## src/design/gkt_pkg.sv

```systemverilog
// shared types, constants and a saturation helper for the gated kalman tracker
// no dependencies; used by every module of the block
`default_nettype none

package gkt_pkg;

   // number of tracked components and the fixed component count of the ports
   localparam int GKT_DIMS  = 3;
   localparam int GKT_NCOMP = 3;
   localparam int IDX_W     = 2;

   // register indexes of the configuration space
   localparam logic [2:0] REG_TRANSITION  = 3'd0;
   localparam logic [2:0] REG_OBSERVATION = 3'd1;
   localparam logic [2:0] REG_PROC_NOISE  = 3'd2;
   localparam logic [2:0] REG_MEAS_NOISE  = 3'd3;
   localparam logic [2:0] REG_INIT_VAR    = 3'd4;
   localparam logic [2:0] REG_GATE        = 3'd5;
   localparam logic [2:0] REG_TIMEOUT     = 3'd6;

   // divider geometry: 64-bit numerator scaled by 2^12
   localparam int DIV_W     = 76;
   localparam int DIV_CNT_W = 7;

   typedef struct packed {
      logic [GKT_NCOMP-1:0][31:0] meas;
      logic [31:0]                now_ms;
      logic                       force_stale;
   } gkt_item_type;

   typedef struct packed {
      logic signed [31:0] trans_gain;
      logic signed [31:0] obs_gain;
      logic [31:0]        proc_noise;
      logic [31:0]        meas_noise;
      logic [31:0]        init_var;
      logic [47:0]        gate_thr;
      logic [31:0]        timeout_ms;
   } gkt_cfg_type;

   typedef struct packed {
      logic             start;
      logic [DIV_W-1:0] num;
      logic [32:0]      den;
   } gkt_div_req_type;

   typedef struct packed {
      logic             busy;
      logic             done;
      logic [DIV_W-1:0] quo;
   } gkt_div_rsp_type;

   // saturate a signed value to 32 signed bits
   function automatic logic signed [31:0] gkt_sat32(input logic signed [51:0] v);
      logic signed [31:0] res;
      if (v > 52'sd2147483647) begin
         res = 32'sh7fffffff;
      end else if (v < -52'sd2147483648) begin
         res = 32'sh80000000;
      end else begin
         res = v[31:0];
      end
      return res;
   endfunction

endpackage

`default_nettype wire

```

## src/design/gkt_div.sv

```systemverilog
// restoring divider, one quotient bit per cycle, shared by distance and gain
// depends on gkt_pkg for the request and response types
`default_nettype none

module gkt_div (
   input  wire                     clock,
   input  wire                     reset,
   input  gkt_pkg::gkt_div_req_type req,
   output gkt_pkg::gkt_div_rsp_type rsp
);

   logic [gkt_pkg::DIV_W-1:0]     num_ff, num_in;
   logic [32:0]                   rem_ff, rem_in;
   logic [32:0]                   den_ff, den_in;
   logic [gkt_pkg::DIV_CNT_W-1:0] cnt_ff, cnt_in;
   logic                          busy_ff, busy_in;
   logic                          done_ff, done_in;
   logic [33:0]                   trial;
   logic                          ge;

   // one restoring step
   assign trial = {rem_ff, num_ff[gkt_pkg::DIV_W-1]};
   assign ge    = (trial >= {1'b0, den_ff});

   always_comb begin
      num_in  = num_ff;
      rem_in  = rem_ff;
      den_in  = den_ff;
      cnt_in  = cnt_ff;
      busy_in = busy_ff;
      done_in = 1'b0;
      if (req.start && !busy_ff) begin
         num_in  = req.num;
         rem_in  = 33'd0;
         den_in  = req.den;
         cnt_in  = gkt_pkg::DIV_CNT_W'(gkt_pkg::DIV_W);
         busy_in = 1'b1;
      end else if (busy_ff) begin
         rem_in = ge ? 33'(trial - {1'b0, den_ff}) : trial[32:0];
         num_in = {num_ff[gkt_pkg::DIV_W-2:0], ge};
         cnt_in = cnt_ff - 1'b1;
         if (cnt_ff == gkt_pkg::DIV_CNT_W'(1)) begin
            busy_in = 1'b0;
            done_in = 1'b1;
         end
      end
   end

   always_ff @(posedge clock) begin
      if (reset) begin
         busy_ff <= 1'b0;
         done_ff <= 1'b0;
         cnt_ff  <= '0;
      end else begin
         busy_ff <= busy_in;
         done_ff <= done_in;
         cnt_ff  <= cnt_in;
      end
   end

   always_ff @(posedge clock) begin
      num_ff <= num_in;
      rem_ff <= rem_in;
      den_ff <= den_in;
   end

   assign rsp.busy = busy_ff;
   assign rsp.done = done_ff;
   assign rsp.quo  = num_ff;

endmodule

`default_nettype wire

```

## config.mk

```make
export PLATFORM = sky130hd
export DESIGN_NAME = gkt_div
export DESIGN_NICKNAME = d
export VERILOG_FILES = /design/src/design/gkt_pkg.sv /design/src/design/gkt_div.sv
export SDC_FILE = /design/constraint.sdc
export NUM_CORES = 1
export LEC_CHECK = 0
export ABC_CLOCK_PERIOD_IN_PS = 9100
export BUFFER_PORTS_ARGS = -buffer_cell sky130_fd_sc_hd__buf_2
export CAP_MARGIN = 10
export CORE_MARGIN = 2
export CORE_UTILIZATION = 47
export CTS_BUF_LIST = sky130_fd_sc_hd__clkbuf_8
export CTS_CLUSTER_SIZE = 20
export DETAILED_ROUTE_END_ITERATION = 10
export PLACE_DENSITY_LB_ADDON = 0.15
export SLEW_MARGIN = 20
export SYNTH_ARGS = -nofsm -noshare
export SYNTH_HDL_FRONTEND = slang
export SYNTH_SLANG_ARGS = --single-unit
```

## constraint.sdc

```tcl
create_clock -name clock -period 9.1 [get_ports clock]
set_clock_uncertainty 0.1 [all_clocks]
set_input_delay 0.91 -clock clock [delete_from_list [all_inputs] [get_ports clock]]
set_output_delay 0.91 -clock clock [all_outputs]
set_load 0.02 [all_outputs]
```

Yosys cells after proc, flatten, opt, wreduce, memory -nomap -nowiden
Cells that the tools add are included.
{"block": "totals", "ff_bits": 151, "latchBits": 0, "ramBits": 0, "mem_bits_ro": 0, "in_bits": 112, "wordCells": 26, "n_memories": 0}
{"block": "op_classes", "n_addsub": 2, "mul": 0, "div_mod_pow": 0, "magnitude_cmp": 1, "eq_ne": 1, "shift": 0, "n_mux": 9, "bitwise": 1, "reduce_logical": 5}
{"cell": "76-bit two-way mux", "n": 2}
{"cell": "34-bit by 33-bit >= comparator with 1-bit output", "n": 1}
{"cell": "33-bit two-way mux", "n": 1}
{"cell": "33-bit subtractor", "n": 1}
{"cell": "7-bit two-way mux", "n": 2}
{"cell": "7-bit by 1-bit equality test with 1-bit output (second input constant)", "n": 1}
{"cell": "7-bit by 1-bit subtractor with 7-bit output (second input constant)", "n": 1}
{"cell": "1-bit two-way mux", "n": 4}
{"cell": "3-bit OR reduction", "n": 1}
{"cell": "2-bit nonzero test", "n": 1}
{"cell": "2-bit OR reduction", "n": 1}
{"cell": "1-bit logical AND", "n": 1}
{"cell": "1-bit zero test", "n": 1}
{"cell": "1-bit inverter", "n": 1}

Logic depth before layout (Yosys ltp)
{"block": "logic_depth", "ltp_word": 4, "depth_mapped": 14}

Worst setup path before layout
OpenSTA, ideal clock, no wires.
{"block": "synth_timing", "path_type": "in2reg", "startpoint": "input req[109] (netlist bit)", "endpoint": "register num_ff[0] (netlist bit), enable pin", "setup_ns": 0.430, "arrival_ns": 3.118, "required_ns": 8.570, "slack_ns": 5.453, "cell_stages": 5, "n_path_buf": 3, "cell_sequence": "clkbuf_1 -> nor2_1 -> clkbuf_1 -> clkbuf_1 -> inv_1"}
{"block": "synth_via", "elab_chain_cells": 2}
{"item": "start, declared", "line": "gkt_div.sv:8", "text": "input gkt_pkg::gkt_div_req_type req,"}
{"item": "1-bit logical AND", "line": "gkt_div.sv:32", "text": "if (req.start && !busy_ff) begin"}
{"item": "2-bit nonzero test (no source line)"}
{"item": "end signal, assigned", "line": "gkt_div.sv:62", "text": "num_ff <= num_in;"}
{"item": "end, declared", "line": "gkt_div.sv:12", "text": "logic [gkt_pkg::DIV_W-1:0] num_ff, num_in;"}
No other way between the ends.
A chain may end at the register's enable or synchronous reset.

Final worst setup path
{"block": "layout_timing", "startpoint": "register num_ff[75] (netlist bit)", "endpoint": "register rem_ff[0]"}
{"block": "layout_via", "elab_chain_cells": 2, "word_cells_on_any_way": 3, "cone_classes": "1 x add/sub; 1 x order compare; 1 x mux"}
{"item": "33-bit subtractor or 34-bit by 33-bit >= comparator with 1-bit output (tied branches)", "line": "gkt_div.sv:39, gkt_div.sv:23"}
{"item": "33-bit two-way mux (*)", "line": "gkt_div.sv:39", "text": "rem_in = ge ? 33'(trial - {1'b0, den_ff}) : trial[32:0];"}
{"item": "end signal, assigned", "line": "gkt_div.sv:63", "text": "rem_ff <= rem_in;"}
{"item": "end, declared", "line": "gkt_div.sv:13", "text": "logic [32:0] rem_ff, rem_in;"}
Every way passes the cells marked *; elsewhere a longest branch is shown, timed or not.

==> flow_summary_export.csv <==
group,metric,value,unit
status,outcome,"complete, no violations",
worst_hold_path,hp-class,"reg -> reg",
flow_run,cap_violations,0,
power_and_ir_drop,p_sw_share,28.19,%
synth,ys_ff_latch,151,
global_route,antenna_found_initial,2,
layout,syn2layout_area_growth,18.23,%
critical_path,rr_worst_depth,13,
critical_path,worstSetupPathDepth,13,
timing,worst_pin_slew,0.9727,ns
floorplanning,start_util,48.18,%
timing,finalSetupTns,0,ns
power_and_ir_drop,power_density,172.3,nW/um^2
clock_tree,htreeDepth,4,
critical_path,worstPathArrival,3.94,ns
clock_tree,cts_tree,"built",
synth,yosysMostFrequentCell,"edfxtp_1",
critical_path,cpPeakStageDelay,0.50,ns
placement,placement.io_buffers,189,
global_route,grt_pass1_vias,6350,
clock_tree,cts_buffer_depth,2,
synth,syn_nets,859,
timing,hold_viol_final,0,
routing,drc,0,
routing,drt_iter0_drc,406,
layout,nNetsFinal,1032,
clock_tree,clockRootBuffer,"clkbuf_8",
layout,drive_gt1_share,34.93,%
timing,max-slew-margin-rel,35.15,%
clock_tree,cts_num_sinks,151,
synth,ys_top_cells_by_area,"edfxtp_1, mux2_2, dfxtp_1, ha_1, nand3_1",
placement,place_hpwl,13500,um
routing,wl,18760,um
power_and_ir_drop,pwr-share-seq,51.7,%
routing,antenna_left,0,
power_and_ir_drop,combPwrFrac,17.1,%
timing,drv_slew,0,
routing,viasPerCell,5.491,
floorplanning,num_rows,47,
floorplanning,die_width,134.6,um
placement,gp_congestion,0.8980,
critical_path,cp-end-kind,"flip-flop",
critical_path,rr_startpoint,"num_ff[75]",
critical_path,crit_fanout,22,
critical_path,crit_path_end,"rem_ff[0]",
synth,synthCells,711,
timing,setup_violations,0,
synth,synth_edf_count,109,
critical_path,cp-startpoint,"num_ff[75]",
critical_path,worst-setup-path-type,"reg -> reg",
power_and_ir_drop,power.internal,1173,uW
critical_path,critPathRequiredTime,9.40,ns
critical_path,cp_slowest_cell,"a31o_1",
clock_tree,cts-buffers-inserted,17,
power_and_ir_drop,switchingPower,460.6,uW
floorplanning,dieArea,18120,sq um
power_and_ir_drop,clockPowerShare,31.2,%
clock_tree,cts.repair.resized,0,
timing,post-route-period-util,40.10,%
routing,routedWlPerCell,16.79,um
critical_path,ff2ff_setup_slack,5.45,ns
global_route,grt_pass1_wl,30480,um
synth,yosysSeqAreaShare,51.31,%
power_and_ir_drop,ir_worst_vdd,0.0001299,V
global_route,grt_util_all_layers,21.08,%
clock_tree,clock_latency,0.45,ns
floorplanning,ios,190,
synth,synth_common_cells,"edfxtp_1, mux2_2, nand3_1",
critical_path,crit_buf_inv,3,
critical_path,critPathLaunchType,"flip-flop",
floorplanning,die_h,134.6,um
global_route,grt_overflow,0,
layout,fin_util,56.96,%
synth,yosys.area.top_type,"edfxtp_1",
timing,max_freq,0.2740,GHz
timing,fin_crit,3.649,ns
clock_tree,clkTransAtPathRegs,0.09,ns
floorplanning,core_area,16640,sq um
clock_tree,post_cts_buffers,0,
power_and_ir_drop,p_leak,0.004070,uW
critical_path,r2r-end,"rem_ff[0]",
critical_path,critical_path.top_delay_family,"compound AO/OA/AOI/OAI gates",
routing,via_count,6133,
synth,synth-main-ff-cell,"edfxtp_1",
synth,yosys_warnings,0,
synth,syn_avg_cell_area,11.28,sq um
synth,netlist-cell-type-count,63,
synth,synth_area,8018,sq um
synth,async_flop_share,0,%
critical_path,path_cells,"inv_1 > ha_1 > inv_1 > fa_1 > a21oi_1 > o211ai_2 > a31o_1 > a31o_4 > a21boi_4 > a31o_1 > buf_4 > mux2i_1 > a22o_1",
timing,rsz0062_at_grt,"false",
global_route,grt_start_max_net_pins,77,
clock_tree,ctsHoldBuffers,0,
synth,netlist.area_leader.share,40.82,%
routing,dr.pass1.iters,5,
## how the worst min path moves through the flow
stage	from	end	slack (ns)	cells after the start
floorplan	cnt_ff[6]	done_ff	0.34	1
global placement	cnt_ff[6]	done_ff	0.37	1
detailed placement	cnt_ff[6]	done_ff	0.37	1
CTS	cnt_ff[6]	done_ff	0.38	1
global route	cnt_ff[6]	done_ff	0.40	1
finish	rem_ff[6]	rem_ff[6]	0.38	2
## flip-flops by register name (all words and copies together) (netlist names)
| name | count |
|---|---|
| den_ff | 33 |
| rem_ff | 33 |
| num_ff | 76 |
| cnt_ff | 7 |
| busy_ff | 1 |
| done_ff | 1 |
## power groups by stage
stage / clock network (uW) / logic (uW) / registers, uW
after floorplan: 0 / 132 / 908
after global placement: 0 / 274 / 857
after detailed placement: 0 / 280 / 859
after CTS: 527 / 280 / 846
after global routing: 553 / 302 / 853
final: 510 / 279 / 845
## routing by layer
layer | vias up | track usage [%] | wire length (um)
met1 | 2889 | 26.25 | 8083
met3 | 36 | 6.907 | 1354
met2 | 217 | 33.93 | 8780
met5 | - | 0 | 10
met4 | 2 | 8.655 | 527
li1 | 2989 | - | -
## worst min-delay path, delay by kind of cell, from the launching register on
| family | cells | cell delay [ns] |
|---|---|---|
| flip-flops | 1 | 0.33 |
| AND/OR/NAND/NOR | 2 | 0.11 |
## cells in the final DEF, fill, tap and decap left out, types with 3 or more instances in the layout
cell type / count
buf_2: 189
o21bai_1: 4
nor4_1: 3
nand2b_1: 5
edfxtp_1: 109
a311oi_1: 3
nor3b_1: 8
mux2_2: 75
nand3_1: 61
nand4_1: 9
nor2_1: 23
o21ai_0: 14
inv_6: 4
buf_4: 7
o211ai_1: 4
nor3_1: 9
a32oi_1: 8
inv_1: 45
clkbuf_8: 17
nand2_1: 45
xnor2_1: 20
a31oi_1: 10
o21ai_1: 19
a211oi_1: 5
a21oi_1: 39
o21a_1: 4
ha_1: 35
dfxtp_1: 41
xor2_1: 12
a21o_1: 12
nor2b_1: 6
## cells by family (layout without fill, tap and decap cells)
family	count (synthesis)	after routing	share of synthesized area [%]
fa+ha+maj	36	36	5.712
buf+inv	87	272	4.713
mux	77	77	10.78
xor+xnor	32	32	3.496
compound gates	144	144	12.20
flops	151	151	51.31
other cells	0	1	0
simple gates	184	184	11.78
## through the flow
stage	hold slack (ns)	power (uW)	instance area [sq um]	instances	setup WS, ns
after floorplan	0.3445	1040	8018	711	5.453
after global placement	0.3656	1131	9091	1085	5.588
after detailed placement	0.3709	1139	9091	1085	5.492
after CTS	0.3829	1653	9477	1116	5.448
after global routing	0.3996	1708	9479	1117	5.252
final	0.3847	1634	9479	1117	5.451
## final cells by class
type                       count  area, sq um
fill                        1437         7163
clock inverter                14        151.4
timing repair buffer         196        998.5
tap                          220        275.3
inverter                      45        168.9
antenna                        1        2.502
sequential                   151         4115
multi-input combinational    473         3533
clock buffer                  17        234.0
Power figures use the tool's default switching activity.
