===== src/design/gkt_pkg.sv =====
// shared types, constants and a saturation helper for the gated kalman tracker
// no dependencies; used by every module of the block
`default_nettype none

package gkt_pkg;

   // number of tracked components and the fixed component count of the ports
   localparam int GKT_DIMS  = 3;
   localparam int GKT_NCOMP = 3;
   localparam int IDX_W     = 2;

   // register indexes of the configuration space
   localparam logic [2:0] REG_TRANSITION  = 3'd0;
   localparam logic [2:0] REG_OBSERVATION = 3'd1;
   localparam logic [2:0] REG_PROC_NOISE  = 3'd2;
   localparam logic [2:0] REG_MEAS_NOISE  = 3'd3;
   localparam logic [2:0] REG_INIT_VAR    = 3'd4;
   localparam logic [2:0] REG_GATE        = 3'd5;
   localparam logic [2:0] REG_TIMEOUT     = 3'd6;

   // divider geometry: 64-bit numerator scaled by 2^12
   localparam int DIV_W     = 76;
   localparam int DIV_CNT_W = 7;

   typedef struct packed {
      logic [GKT_NCOMP-1:0][31:0] meas;
      logic [31:0]                now_ms;
      logic                       force_stale;
   } gkt_item_type;

   typedef struct packed {
      logic signed [31:0] trans_gain;
      logic signed [31:0] obs_gain;
      logic [31:0]        proc_noise;
      logic [31:0]        meas_noise;
      logic [31:0]        init_var;
      logic [47:0]        gate_thr;
      logic [31:0]        timeout_ms;
   } gkt_cfg_type;

   typedef struct packed {
      logic             start;
      logic [DIV_W-1:0] num;
      logic [32:0]      den;
   } gkt_div_req_type;

   typedef struct packed {
      logic             busy;
      logic             done;
      logic [DIV_W-1:0] quo;
   } gkt_div_rsp_type;

   // saturate a signed value to 32 signed bits
   function automatic logic signed [31:0] gkt_sat32(input logic signed [51:0] v);
      logic signed [31:0] res;
      if (v > 52'sd2147483647) begin
         res = 32'sh7fffffff;
      end else if (v < -52'sd2147483648) begin
         res = 32'sh80000000;
      end else begin
         res = v[31:0];
      end
      return res;
   endfunction

endpackage

`default_nettype wire


===== src/design/gkt_front.sv =====
// front end: accepts measurement transactions into a two-entry queue
// depends on gkt_pkg for the item type
`default_nettype none

module gkt_front (
   input  wire                 clock,
   input  wire                 reset,
   input  wire                 req_valid,
   output logic                req_ready,
   input  gkt_pkg::gkt_item_type req_item,
   output logic                q_valid,
   output gkt_pkg::gkt_item_type q_item,
   input  wire                 q_pop
);

   gkt_pkg::gkt_item_type entry_ff [2];
   logic       wr_ptr_ff, wr_ptr_in;
   logic       rd_ptr_ff, rd_ptr_in;
   logic [1:0] count_ff, count_in;
   logic       push;
   logic       pop;

   // handshake and queue pointers
   assign req_ready = (count_ff != 2'd2);
   assign push      = req_valid && req_ready;
   assign q_valid   = (count_ff != 2'd0);
   assign pop       = q_pop && q_valid;
   assign q_item    = entry_ff[rd_ptr_ff];

   always_comb begin
      wr_ptr_in = push ? ~wr_ptr_ff : wr_ptr_ff;
      rd_ptr_in = pop ? ~rd_ptr_ff : rd_ptr_ff;
      count_in  = count_ff + {1'b0, push} - {1'b0, pop};
   end

   always_ff @(posedge clock) begin
      if (reset) begin
         wr_ptr_ff <= 1'b0;
         rd_ptr_ff <= 1'b0;
         count_ff  <= 2'd0;
      end else begin
         wr_ptr_ff <= wr_ptr_in;
         rd_ptr_ff <= rd_ptr_in;
         count_ff  <= count_in;
      end
   end

   // queue storage, no reset
   always_ff @(posedge clock) begin
      if (push) begin
         entry_ff[wr_ptr_ff] <= req_item;
      end
   end

endmodule

`default_nettype wire


===== config.mk =====
export PLATFORM = sky130hd
export DESIGN_NAME = gkt_front
export DESIGN_NICKNAME = d
export VERILOG_FILES = /design/src/design/gkt_pkg.sv /design/src/design/gkt_front.sv
export SDC_FILE = /design/constraint.sdc
export NUM_CORES = 1
export LEC_CHECK = 0
export BUFFER_PORTS_ARGS = -buffer_cell sky130_fd_sc_hd__buf_4
export CAP_MARGIN = 20
export CORE_MARGIN = 1
export CORE_UTILIZATION = 36
export CTS_CLUSTER_DIAMETER = 120
export DETAILED_ROUTE_END_ITERATION = 8
export SLEW_MARGIN = 10
export SYNTH_ARGS = -nofsm -noshare
export SYNTH_HDL_FRONTEND = slang
export SYNTH_SLANG_ARGS = --single-unit

===== constraint.sdc =====
create_clock -name clock -period 18.5 [get_ports clock]
set_input_delay 2.775 -clock clock [delete_from_list [all_inputs] [get_ports clock]]
set_output_delay 2.775 -clock clock [all_outputs]
set_load 0.02 [all_outputs]

==> Word-level counts from Yosys, hierarchy flattened <==
Memories as Yosys holds them, arrays and structs flattened. A register that Yosys moved wholly into a read port is not among the register bits.
Index checks and enable logic that the tools add are counted.
{ "op_classes": {"add_sub_neg": 2, "n_eq_ne": 1, "n_mux": 4, "n_bitwise": 2, "reduce_logical": 3} }
{ "op_table": {"columns": ["op", "n"], "rows": [
  ["two-way mux 1 bit", 4],
  ["adder 2 x 1 -> 2 bit", 1],
  ["logical AND 1 bit", 2],
  ["inequality test 2 bit (second input constant)", 1],
  ["NOT 1 bit", 2],
  ["nonzero test 2 bit", 1],
  ["subtractor 2 x 1 -> 2 bit", 1]
]} }
{ "totals": {"register_bits": 4, "ram_bits": 258, "in_bits": 133, "out_inout_bits": 131, "wordCells": 16, "n_memories": 1} }
{ "memory_table": {"columns": ["memory", "words", "width", "rd", "rd_ports_with_merged_regs", "wr", "line", "source"], "rows": [
  ["entry_ff", 2, 129, 1, 1, 1, "gkt_front.sv:16", "gkt_pkg::gkt_item_type entry_ff [2];"]
]} }

==> Longest topological paths before layout <==
Gate-level depths: netlist (run 1).
{ "depth": {"word_depth": 4, "ltp_mapped": 8, "mapped_depth_nobuf": 8} }

==> Least setup slack after synthesis (run 1) <==
No wires, ideal clock.
{ "synth_timing": {"kind": "in2reg", "start": "in req_valid", "end": "mem entry_ff[0][0] (netlist bit) (enable)", "setup_ps": 619, "arrival_time_ps": 8226, "required_ps": 17881, "path_slack_ps": 9655, "cell_stages": 2, "n_path_buf": 0, "cell_sequence": "nand2_1 -> nor2_1"} }
{ "synth_between": {"elab_chain_len": 3} }
{ "synth_rtl": {"columns": ["item", "line", "source"], "rows": [
  ["start, declared", "gkt_front.sv:8", "input wire req_valid,"],
  ["logical AND 1 bit", "gkt_front.sv:25", "assign push = req_valid && req_ready;"],
  ["two-way mux 1 bit", "gkt_front.sv:50", "if (push) begin"],
  ["two-way mux 1 bit (not written as such)", "gkt_front.sv:51", "entry_ff[wr_ptr_ff] <= req_item;"],
  ["end, declared", "gkt_front.sv:16", null]
]} }
No other way between the ends.

==> results of run 1 <==
sequential cells by signal, summed over array words and instances, names as in the netlist, named ones only:
register   flops
wr_ptr_ff      1
rd_ptr_ff      1
entry_ff     258
count_ff       2
placed cells by master, fill, tap and decap left out:
| cell | instances |
|---|---|
| nand2b_1 | 1 |
| buf_4 | 267 |
| nor2b_1 | 2 |
| bufinv_16 | 3 |
| clkinv_1 | 3 |
| edfxtp_1 | 258 |
| dfxtp_1 | 4 |
| or2_2 | 1 |
| nor2_1 | 4 |
| clkinv_2 | 1 |
| inv_1 | 1 |
| clkinvlp_4 | 1 |
| nand2_1 | 1 |
| clkbuf_16 | 29 |
| xor2_1 | 1 |
| dfxtp_4 | 1 |
| clkbuf_1 | 11 |
| o21a_1 | 1 |
| diode_2 | 1 |
| mux2_2 | 130 |
| nor2_4 | 1 |
| and3_4 | 1 |
| ha_1 | 2 |
| xnor2_1 | 2 |
where the power goes:
part / total (mW) / switching (mW) / internal [mW] / leakage (nW)
registers: 0.783 / 0.0328 / 0.750 / 2.45
logic: 0.476 / 0.256 / 0.221 / 1.82
clock network: 0.533 / 0.206 / 0.327 / 0.422
path summary, 6_finish.rpt:
kind | from | endpoint | slack (ns) | depth (start not counted)
max reg2reg | count_ff[0] | entry_ff[1][119] | 15.83 | 3
min | rd_ptr_ff | rd_ptr_ff | 0.55 | 2
max | flip-flop | q_item[19] | 12.80 | 3
min reg2reg | rd_ptr_ff | rd_ptr_ff | 0.55 | 2
per-stage QoR:
step                cells  power, mW  utilization [%]  instance area [µm²]
floorplan             425       1.10                -                 9580
CTS                  1061       1.82             48.9                12700
finish               1062       1.79             48.9                12800
detailed placement   1013       1.28             45.5                11900
global placement     1013       1.27             45.5                11900
global route         1061       1.87             48.9                12700
layout make-up:
class | count | area (µm²) | share of cell area [%]
multi-input combinational | 147 | 1590 | 12.5
clock inverter | 8 | 114 | 0.893
timing repair buffer | 267 | 2000 | 15.7
inverter | 1 | 3.75 | 0.0294
tap | 335 | 419 | 3.29
antenna | 1 | 2.50 | 0.0196
clock buffer | 40 | 767 | 6.02
sequential | 263 | 7850 | 61.6
cell usage after synthesis:
library cell | number | area share, %
edfxtp_1 | 258 | 81
nor2_1 | 5 | 0.20
ha_1 | 2 | 0.26
o21a_1 | 1 | 0.078
buf_2 | 1 | 0.052
or2_2 | 1 | 0.065
nand2_1 | 1 | 0.039
nand2b_1 | 1 | 0.065
dfxtp_1 | 5 | 1.0
and3_1 | 1 | 0.065
mux2_2 | 130 | 15
nor2b_1 | 2 | 0.13
xor2_1 | 1 | 0.091
xnor2_1 | 2 | 0.18
buf_6 | 13 | 1.5
inv_1 | 1 | 0.039
metal layers:
| metal | vias up | track usage (%) |
|---|---|---|
| met1 | 2409 | 15.9 |
| met5 | - | 0 |
| met4 | 0 | 3.38 |
| li1 | 2249 | - |
| met3 | 24 | 4.47 |
| met2 | 167 | 23.0 |
worst min-delay path: stages (launching register included):
cell and delay (ns):
dfxtp_1 0.33, xnor2_1 0.09, nor2_1 0.09
logic make-up (layout without fill, tap and decap cells):
kind of cell    after synthesis  count (layout)
mux                         130             130
simple gates                 11              11
flops                       263             263
buf+inv                      15             316
xor+xnor                      3               3
fa+ha+maj                     2               2
compound gates                1               1
other cells                   0               1
==> results.md, run 1 <==
- After layout, the worst path uses between 30% and 40% of the clock period.
- The final weighted congestion of routability-driven global placement is 0.738.
- In the routed design, unresolved DRC markers number 0.
- The HPWL after detailed placement is ~13 mm.
- The number of inserted filler cells in the final layout is between 2000 and 2500.
- Buffers placed on the I/O ports in this run total 263.
- The pin count of the biggest net entering global routing is 74.
- The synthesized netlist devotes 0.261% of its cell area to adder and majority cells.
- Setup violations remaining at the end of the flow were counted as 0.
- The clock reaches the later pin of the worst-skew pair after between 0.5 and 0.6 ns.
- The routed metal-1 wire length is 7.39 mm.
- The number of primary I/O pins is 264.
- The post-CTS setup repair buffer count is 0.
- The clock tree root driver cell is clkbuf_16.
- The worst setup path is of the reg2out kind.
- The buffer and inverter count on the worst path is 2.
- Counting flops and latches in the post-synthesis netlist gives roughly 260.
- In the routed layout, each cell is associated on average with a via count of roughly 4.6.
- The portion of netlist area occupied by mux cells is 15.3%.
- The clock passes through at most 3 buffers.
- The delay of the slowest critical-path stage is about 0.83 ns.
- The signal on the critical path passes through buf_4 > mux2_2 > buf_4.
- Summing the areas of all compound-gate instances in the mapped netlist gives 0.0784% of the synthesized area.
- The least setup slack across all paths after layout is ~13 ns.
- After detailed routing, the met3 layer carries about 1.6 mm of wire.
- The first-pass GRT wire length is around 28 mm.
- In this run the remaining antenna-violating nets after routing total 0.
- VDD sags by at most around 0.16 mV.
- The die extent in x is 165 µm.
- The initial antenna violation count was 1.
- The worst-case hold slack is around 0.55 ns.
- The cell with the largest stage delay on the worst path is buf_4.
- The total clock buffers created by CTS is 28.
- The wire length on met2 is 9.77 mm.
- The number of placement rows is between 50 and 60.
- The CTS tree is done.
- The number of global-route vias before repair is about 5200.
- Once the floorplan was initialized, standard cells occupied between 30 and 40% of the core.
- The highest layer touched by signal routing is met4.
- The pin slew with the least headroom to its limit is around 1 ns.
- The arrival time of the worst setup path is a little under 3 ns.
- The region available for standard cell placement spans about 0.026 mm².
- On the final layout, the worst clock skew is about 0.011 ns.
- The peak clock frequency supported by timing is roughly 180 MHz.
- The number of clock sinks seen by CTS is between 200 and 300.
- Along the worst path, the maximum fanout reaches 73.
- The net count of the finished layout is about 840.
- Setup repair after global routing left no endpoint under its margin.
- The category of the worst setup path launch point is a flip-flop.
- The XOR/XNOR share of the synthesized area is less than 1%.
- For this run the aggregate overflow at the end of global routing stands at 0.
- The pre-antenna-repair detailed-routing pass consisted of 4 iterations.
- The run finished with clean final reports.
- Broken down by cell family, the worst path's largest delay share belongs to buffers and inverters.
- For this design the ratio of total power to cell area is about 140 mW/mm².
- The post-cts hold buffer count is 0.
- The data required time of the worst path is between 15 and 20 ns.
- The path class of the lowest-slack min-delay path is reg2reg.
- The total leakage power is 4.70 nW.
- The mean cell area of the mapped netlist is approximately 23 µm².
- The cell seen most often among critical-path stages is buf_4.
- The clock-pin transition on the worst setup and hold timing paths is 0.06 ns.
- The total length of routed wires is around 19 mm.
- The hold violation total from the final report is 0.
- The post-detailed-route wirelength per cell is around 18 µm.
- The worst setup path is captured at a primary output.
- The overall via count from detail_route is between 4000 and 5000.
- Counting every net in the synthesized netlist gives 560.
- Compared with the post-synthesis result, the final layout area differs by 33.1%.
- The number of max-cap violations is 0.
- The number of standard cells after synthesis is 425.
- The clock period could shrink to 5.70 ns.
- Measured against its own limit, the worst slew margin works out to ~33%.
- Summing the areas of all and, or, nand and nor instances in the mapped netlist gives 0.562% of the synthesized area.
- Gates resized during post-CTS repair numbered 0.
- The share of the Yosys chip area taken by registers is 81.9%.
- The number of pins with negative max-slew slack in the final report is 0.
- Global routing used a little over an eighth of the available tracks.
- The number of DRC markers in iteration 0 is 238.
- The setup slack after placement is 13.29 ns.
- Adding up every negative setup slack in the final design gives 0 ns.
- The floorplan die area is roughly 0.027 mm².
- The deepest level of the CTS H-tree is 1.
- The combinational family with the most area after synthesis is multiplexers.
- Summing every instance area after synthesis gives roughly 0.0096 mm².
- For this run, the number of Yosys warnings is 0.
- The number of distinct library cells after synthesis is 16.
- The fraction of layout cells with a size suffix above 1 is roughly 60%.
- In this run the vertical extent of the chip is 165 µm.
No activity file was read; power rests on OpenSTA's default activity.
==> run 2: changes to the inputs <==
==> constraint.sdc (replaced) <==
create_clock -name clock -period 5.58 [get_ports clock]
set_input_delay 0.837 -clock clock [delete_from_list [all_inputs] [get_ports clock]]
set_output_delay 0.837 -clock clock [all_outputs]
set_load 0.02 [all_outputs]
==> run 2 against run 1 <==
Compared with the run above:
- first-iteration DRC count is 17% lower
- final cell count is 0.28% higher
- die area stayed put
- largest power group unchanged
- clock power grew to 3.4 times the previous value
- highest routed layer unchanged
- count of clock-buffer cells in the layout is 6 lower
- register-to-register slack worse by 13 ns
- setup slack worse by 11 ns
- largest cell class unchanged
==> results.md, run 2 (same netlist as run 1, synthesis figures left out) <==
- The number of pins with negative max-slew slack in the final report is 0.
- Before antenna repair, the detailed router went through 4 iterations.
- The switching power as a share of total power is 28.1%.
- The run finished with clean final reports.
- Using the TritonRoute via totals, the vias-per-cell ratio works out to 4.54.
- The sum of negative setup slack is 0 ns.
- The number of diodes is 0.
- The clock latency on the worst-skew pair is roughly 0.53 ns.
- The largest single stage delay on the critical path is approximately 0.90 ns.
- Once the clock tree was built, the setup fixing pass inserted 0 buffers.
- The clock-pin transition on the worst setup and hold timing paths is about 0.06 ns.
- The library cells used most frequently in the layout, excluding fill and tap cells, are 264 x buf_4, 258 x edfxtp_1, 130 x mux2_2.
- The hold violation total from the final report is 0.
- The startpoint identified for the worst register-to-register timing path is count_ff[0].
- After clock tree synthesis, the repair step resized 0 gates.
- The overall fraction of global-route tracks in use is 12.9%.
- The relative contribution of combinational cells to total power is 26.5%.
- The kind of end point of the critical path is a primary output.
- The first global-routing pass estimated between 20 and 30 mm of wire.
- Timing would allow up to between 200 and 300 MHz.
- Setup repair after global routing left no endpoint under its margin.
- The least setup slack across all paths after layout is ~2.2 ns.
- The final cell utilization of the core is between 40 and 50%.
- The total length of routed wires is 18.7 mm.
- The worst vdd rail ir drop is about 0.34 mV.
- At the pin with the least slew margin, the transition time is approximately 0.94 ns.
- The worst slew margin relative to its limit is a little under two fifths.
- Setup violations remaining at the end of the flow were counted as 0.
- The setup slack of the most critical reg-to-reg path is approximately 3.3 ns.
- In this run, CTS created clock tree buffers numbering 28.
- The post-cts hold buffer count is 0.
- For this design the ratio of total power to cell area is between 400 and 500 mW/mm².
- Of the total power, the clock network draws between 30% and 40%.
- The die extent in x is 165 µm.
- Once detail routing completed, the nets flagged for antenna violations numbered 0.
- The hold path startpoint is req_item[102].
- The deepest level of the CTS H-tree is 1.
- In this run, the number of DRC markers left after iteration 0 of detailed routing was between 150 and 200.
- The congestion estimate from routability-driven global placement came to ~0.72.
- The floorplan die area is 0.0273 mm².
- The post-detailed-route wirelength per cell is between 15 and 20 µm.
- The clock tree root driver cell is clkbuf_16.
- The number of buffer cells added on primary ports is between 200 and 300.
- Counting every sink on the clock net gives approximately 260.
- The register with the most flip-flops in the layout has 258 of them.
- In this run the cell area measured after placement is approximately 0.012 mm².
- Summed over all nets, the switching power comes to 1.68 mW.
- The cell with the largest stage delay on the worst path is dfxtp_4.
- The die height is approximately 170 µm.
- The total leakage power is approximately 4.7 nW.
- The path class of the lowest-slack min-delay path is in2reg.
- The largest register by flop count is entry_ff.
- The power share of the sequential group is a little over two fifths.
- With fillers left out, the area of the finished cells amounts to approximately 0.013 mm².
- In this run the count of I/O pins placed on the die edge is 264.
- The depth of the worst register-to-register path is 4.
- Clock skew on the completed layout was measured at ~0.01 ns.
- The setup slack after placement is ~2.8 ns.
- Row generation in the floorplan step produced 59 rows.
- The total number of nets in the final design is roughly 840.
- Summing over every cut layer, the via total after detailed routing is between 4000 and 5000.
- The longest clock path from root to sink contains 3 buffers.
- The largest registers in the layout are entry_ff: 258 flops, count_ff: 2 flops.
- Cells with a size suffix above 1 make up about 60% of the layout.
- The worst hold path cell count is 1.
- Traced cell by cell, the critical path runs through buf_12 > mux2_2 > buf_4.
- The initial antenna violation count came to 0.
- The wire-length estimate of the detail-placed layout is about 12 mm.
- The internal power contribution is between 4 and 5 mW.
- Entering global routing, the biggest net connects around 70 pins.
- The area growth from synthesis to layout is 33.8%.
- The routed design could run at a clock period as short as between 3 and 4 ns.
- The remaining routing DRC violations is 0.
- The category of the worst setup path launch point is a flip-flop.
- The arrival time of the worst setup path is ~2.5 ns.
- TritonCTS built the clock tree.
- The number of global-route vias before repair came to just over 5000.
- In this run the worst path has a maximum fanout of 67.
- The initial core utilization is between 30% and 40%.
- Leaving out fill and tap cells, the most frequent cell in the layout is buf_4.
- The data required time of the worst path is between 4 and 5 ns.
- In the finished design, the share of the clock period the worst path needs comes to 60.0%.
- The total overflow reported by the global router is 0.
- The number of max-cap violations is 0.
- The capture instance of the worst register-to-register path is entry_ff[0][24].
- The core region is between 0.02 and 0.03 mm².
- The critical path is of the reg2out type.
- For hold timing, the worst endpoint is entry_ff[1][102].
==> run 2: cell types whose count changed in the layout (fill, tap and decap cells not counted) <==
cell | before | now
clkinvlp_4 | 1 | 3
buf_4 | 267 | 264
clkinv_1 | 3 | 9
clkbuf_1 | 11 | 5
clkinv_4 | 0 | 1
buf_12 | 0 | 3
clkinv_2 | 1 | 2
diode_2 | 1 | 0
==> run 2: cell type report <==
class,instances,area [µm²]
fillers,2154,13200
repair buffers,267,2040
flip-flops and latches,263,7850
inverters,1,3.75
multi-input cells,147,1590
clock inverters,18,165
well taps,335,419
clock buffers,34,744
==> run 2: worst max-delay path, delay by kind of cell, from the launching register on <==
| family | cells | cell delay, ns |
|---|---|---|
| DFF | 1 | 0.90 |
| buffers and inverters | 2 | 0.55 |
| muxes | 1 | 0.40 |
==> run 2: stage by stage <==
| stage | power [mW] | hold WS [ns] | std cells |
|---|---|---|---|
| after global placement | 4.21 | 0.504 | 1013 |
| after detailed placement | 4.25 | 0.507 | 1013 |
| after floorplan | 3.63 | 0.481 | 425 |
| after CTS | 6.07 | 0.460 | 1065 |
| final | 5.99 | 0.485 | 1065 |
| after global routing | 6.24 | 0.458 | 1065 |
==> run 2: layer usage <==
metal,part of all wire (%),track usage (%)
met3,8.4,4.35
met1,39,15.1
met2,49,22.2
met4,3.0,4.50
met5,0,0
==> run 2: worst max path at each step <==
stage | from | to | slack, ns | cells past startpoint
6_report | flip-flop | q_item[48] | 2.23 | 3
5_1_grt | flip-flop | q_item[95] | 2.07 | 3
4_1_cts | flip-flop | q_item[95] | 2.17 | 3
3_5_place_dp | flip-flop | q_item[52] | 2.76 | 3
3_3_place_gp | flip-flop | q_item[52] | 2.80 | 3
2_1_floorplan | req_valid | entry_ff[0][0] | 0.85 | 2
==> run 2: power by group through the flow <==
stage	Combinational, mW	Sequential (mW)	Clock, mW
2_1_floorplan	1.04	2.59	0
3_3_place_gp	1.58	2.63	0
3_5_place_dp	1.60	2.64	0
4_1_cts	1.61	2.61	1.85
5_1_grt	1.69	2.63	1.93
6_report	1.59	2.60	1.80
==> run 3: changes to the inputs <==
==> constraint.sdc (replaced) <==
create_clock -name clock -period 3.4 [get_ports clock]
set_input_delay 0.51 -clock clock [delete_from_list [all_inputs] [get_ports clock]]
set_output_delay 0.51 -clock clock [all_outputs]
set_load 0.02 [all_outputs]
==> run 3 against run 2 <==
Compared with the run above:
- flip-flop and latch count stayed put
- utilization is 0.24 points higher
- first-iteration DRC count up 23%
- routed wire length increased by 2.7%
- final cell count up 0.47%
- non-clock buffer count increased by 5
- register-to-register slack lost 1.9 ns
- sequential share of layout area down 0.30 points
- critical path depth unchanged
- die area stayed put
- count of clock-buffer cells in the layout grew 1
- global-route usage up 0.59 points
- largest cell class unchanged
- highest routed layer is now met5
==> results.md, run 3 (same netlist as run 1, synthesis figures left out) <==
- The number of max-cap violations is 0.
- The register with the most flip-flops in the layout has between 200 and 300 of them.
- Setup violations remaining at the end of the flow were counted as 0.
- The number of placement rows is approximately 60.
- Per report_power, the clock group accounts for 30.0% of the total.
- The library cells used most frequently in the layout, excluding fill and tap cells, are 267 x buf_4, 258 x edfxtp_1, 130 x mux2_2.
- The number of global-route vias before repair is between 5000 and 6000.
- The area growth from synthesis to layout is 34.4%.
- Across every metal layer, demand over resource in global routing totals around 14%.
- The number of buffer cells added on primary ports is about 260.
- The total overflow reported by the global router is 0.
- For this configuration, the core starts out at a cell density of 36.8%.
- Setup repair after global routing left no endpoint under its margin.
- The number of primary I/O pins is ~260.
- The arrival time of the worst setup path is between 2 and 2.5 ns.
- For this design the total switching power over the nets is about 2.8 mW.
- The power per standard cell area is about 770 mW/mm².
- In this run, CTS created clock tree buffers numbering 28.
- The final layout contains routed wiring with a total length of roughly 19 mm.
- The worst hold path terminates at entry_ff[1][102].
- The path class of the lowest-slack min-delay path is in2reg.
- The post-cts hold buffer count is 0.
- The setup slack of the most critical reg-to-reg path is 1.34 ns.
- The number of inserted filler cells in the final layout is 2135.
- The CTS tree is done.
- Once placement completed, the tool counted placed cells totaling 1018.
- Clock skew on the completed layout was measured at 0.00634 ns.
- After the flow finishes, the layout carries non-filler instances totaling between 1000 and 1500.
- In the final layout, the registers with the most flip-flops are entry_ff: 258 flops, count_ff: 2 flops.
- In this run the most critical hold path is launched from req_item[102].
- Per report_power, the combinational group accounts for about 27% of the total.
- In the routed layout, each cell is associated on average with a via count of between 4 and 5.
- The number of gates resized after cts is 0.
- With fillers left out, the area of the finished cells amounts to 0.0129 mm².
- After the last flow step, the layout net total stands at around 850.
- The maximum fanout along the worst path is 44.
- The floorplan step set the die height to 165 µm.
- The final route contains 4889 vias.
- The number of diodes is 0.
- The worst pin sits at a relative slew slack of between 40% and 50%.
- The pin slew with the least headroom to its limit is around 0.77 ns.
- The total leakage power is between 4 and 5 nW.
- The setup slack after placement is approximately 1.1 ns.
- The die is roughly 170 µm wide.
- The HPWL after detailed placement is ~13 mm.
- The number of setup buffers added after CTS is 0.
- The initial antenna violation count came to 1.
- Leaving out fill and tap cells, the most frequent cell in the layout is buf_4.
- The final weighted congestion of routability-driven global placement is ~0.74.
- The least setup slack across all paths after layout is between 0.5 and 0.6 ns.
- The count of antenna-violating nets left after detailed routing is 0.
- The capture instance of the worst register-to-register path is entry_ff[1][29].
- The run finished with clean final reports.
- The critical path class is reg2out.
- The multi-input logic area is 0.00159 mm².
- The sum of negative setup slack is 0 ns.
- The number of pins with negative max-slew slack in the final report is 0.
- The instance area at placement is 0.0120 mm².
- The number of DRC markers in iteration 0 is around 240.
- After clock tree synthesis, the clock-pin slew on the worst setup and hold paths is about 0.06 ns.
- The startpoint of the worst-slack reg-to-reg timing path is count_ff[0].
- The hold violation total from the final report is 0.
- The kind of end point of the critical path is a primary output.
- STA classifies the critical path startpoint as a flip-flop.
- The switching power as a share of total power is between 20% and 30%.
- The register with the most flip-flops in the final layout is entry_ff.
- The deepest clock path buffer count is 3.
- The remaining routing DRC violations is 0.
- The first global-routing pass estimated 28.0 mm of wire.
- The data required time of the worst path is slightly below 3 ns.
- The clock drives ~260 sinks.
- The internal power contribution is roughly 7 mW.
- In this run the clock root is driven by a clkbuf_16.
- The worst-case hold slack is approximately 0.16 ns.
- The clock latency on the worst-skew pair is around 0.53 ns.
- Counting instances, the worst hold path has a depth of 1.
- The peak clock frequency supported by timing is 352 MHz.
- The worst path in the final design needs a cycle of around 2.8 ns, including I/O delays and setup.
- After layout, the worst path uses between 80% and 90% of the clock period.
- The worst vdd rail ir drop is between 0.5 and 0.6 mV.
- The pre-antenna-repair detailed-routing pass consisted of 4 iterations.
- The die covers around 0.027 mm².
- The post-detailed-route wirelength per cell is between 15 and 20 µm.
- Measured in cells, the most critical reg-to-reg path has a length of 3.
- The total area of sequential cells is 0.00785 mm².
- The fraction of layout cells with a size suffix above 1 is between 60% and 70%.
- Entering global routing, the biggest net connects 61 pins.
- The area of the placeable core is 0.0261 mm².
- The share of total power dissipated in sequential elements is between 40% and 50%.
- In this run the number of H-tree levels came out at 1.
[run 3: critical path, stage by stage, from the launching register on]
cell	delay, ns
dfxtp_4	0.75
buf_4	0.45
mux2_2	0.39
buf_4	0.16
[run 3: layout make-up]
type | count | share of cell area [%]
inverters | 1 | 0.0291
flip-flops and latches | 263 | 61.0
well taps | 335 | 3.25
repair buffers | 272 | 16.3
clock buffers | 35 | 5.81
multi-input cells | 147 | 12.3
clock inverters | 17 | 1.25
[run 3: worst max-delay path by stage]
stage	start	endpoint	slack, ns	cells past startpoint
after floorplan	count_ff[0]	entry_ff[0][0]	0.29	3
after global placement	flip-flop	q_item[120]	1.15	3
after detailed placement	flip-flop	q_item[80]	1.08	3
after CTS	flip-flop	q_item[80]	0.49	3
after global routing	flip-flop	q_item[78]	0.45	3
final	flip-flop	q_item[78]	0.56	3
[run 3: power by group through the flow]
stage | registers, mW | clock network [mW] | logic, mW
after floorplan | 4.23 | 0 | 1.70
after global routing | 4.29 | 3.16 | 2.85
after global placement | 4.30 | 0 | 2.67
after CTS | 4.25 | 3.05 | 2.72
final | 4.24 | 2.96 | 2.67
after detailed placement | 4.32 | 0 | 2.70
[run 3: per-stage QoR]
stage / total power [mW] / utilization (%)
6_report: 9.86 / 49.4
5_1_grt: 10.3 / 49.4
4_1_cts: 10.0 / 49.4
3_5_place_dp: 7.02 / 45.9
3_3_place_gp: 6.96 / 45.9
2_1_floorplan: 5.93 / -
[run 3: metal layers]
layer	track usage, %	part of all wire (%)	wire [µm]	vias to the layer above
li1	-	-	-	2267
met3	4.40	8.6	1640	47
met4	4.96	3.3	632	2
met5	0	0.068	13	-
met2	23.8	51	9860	177
met1	15.3	37	7050	2396
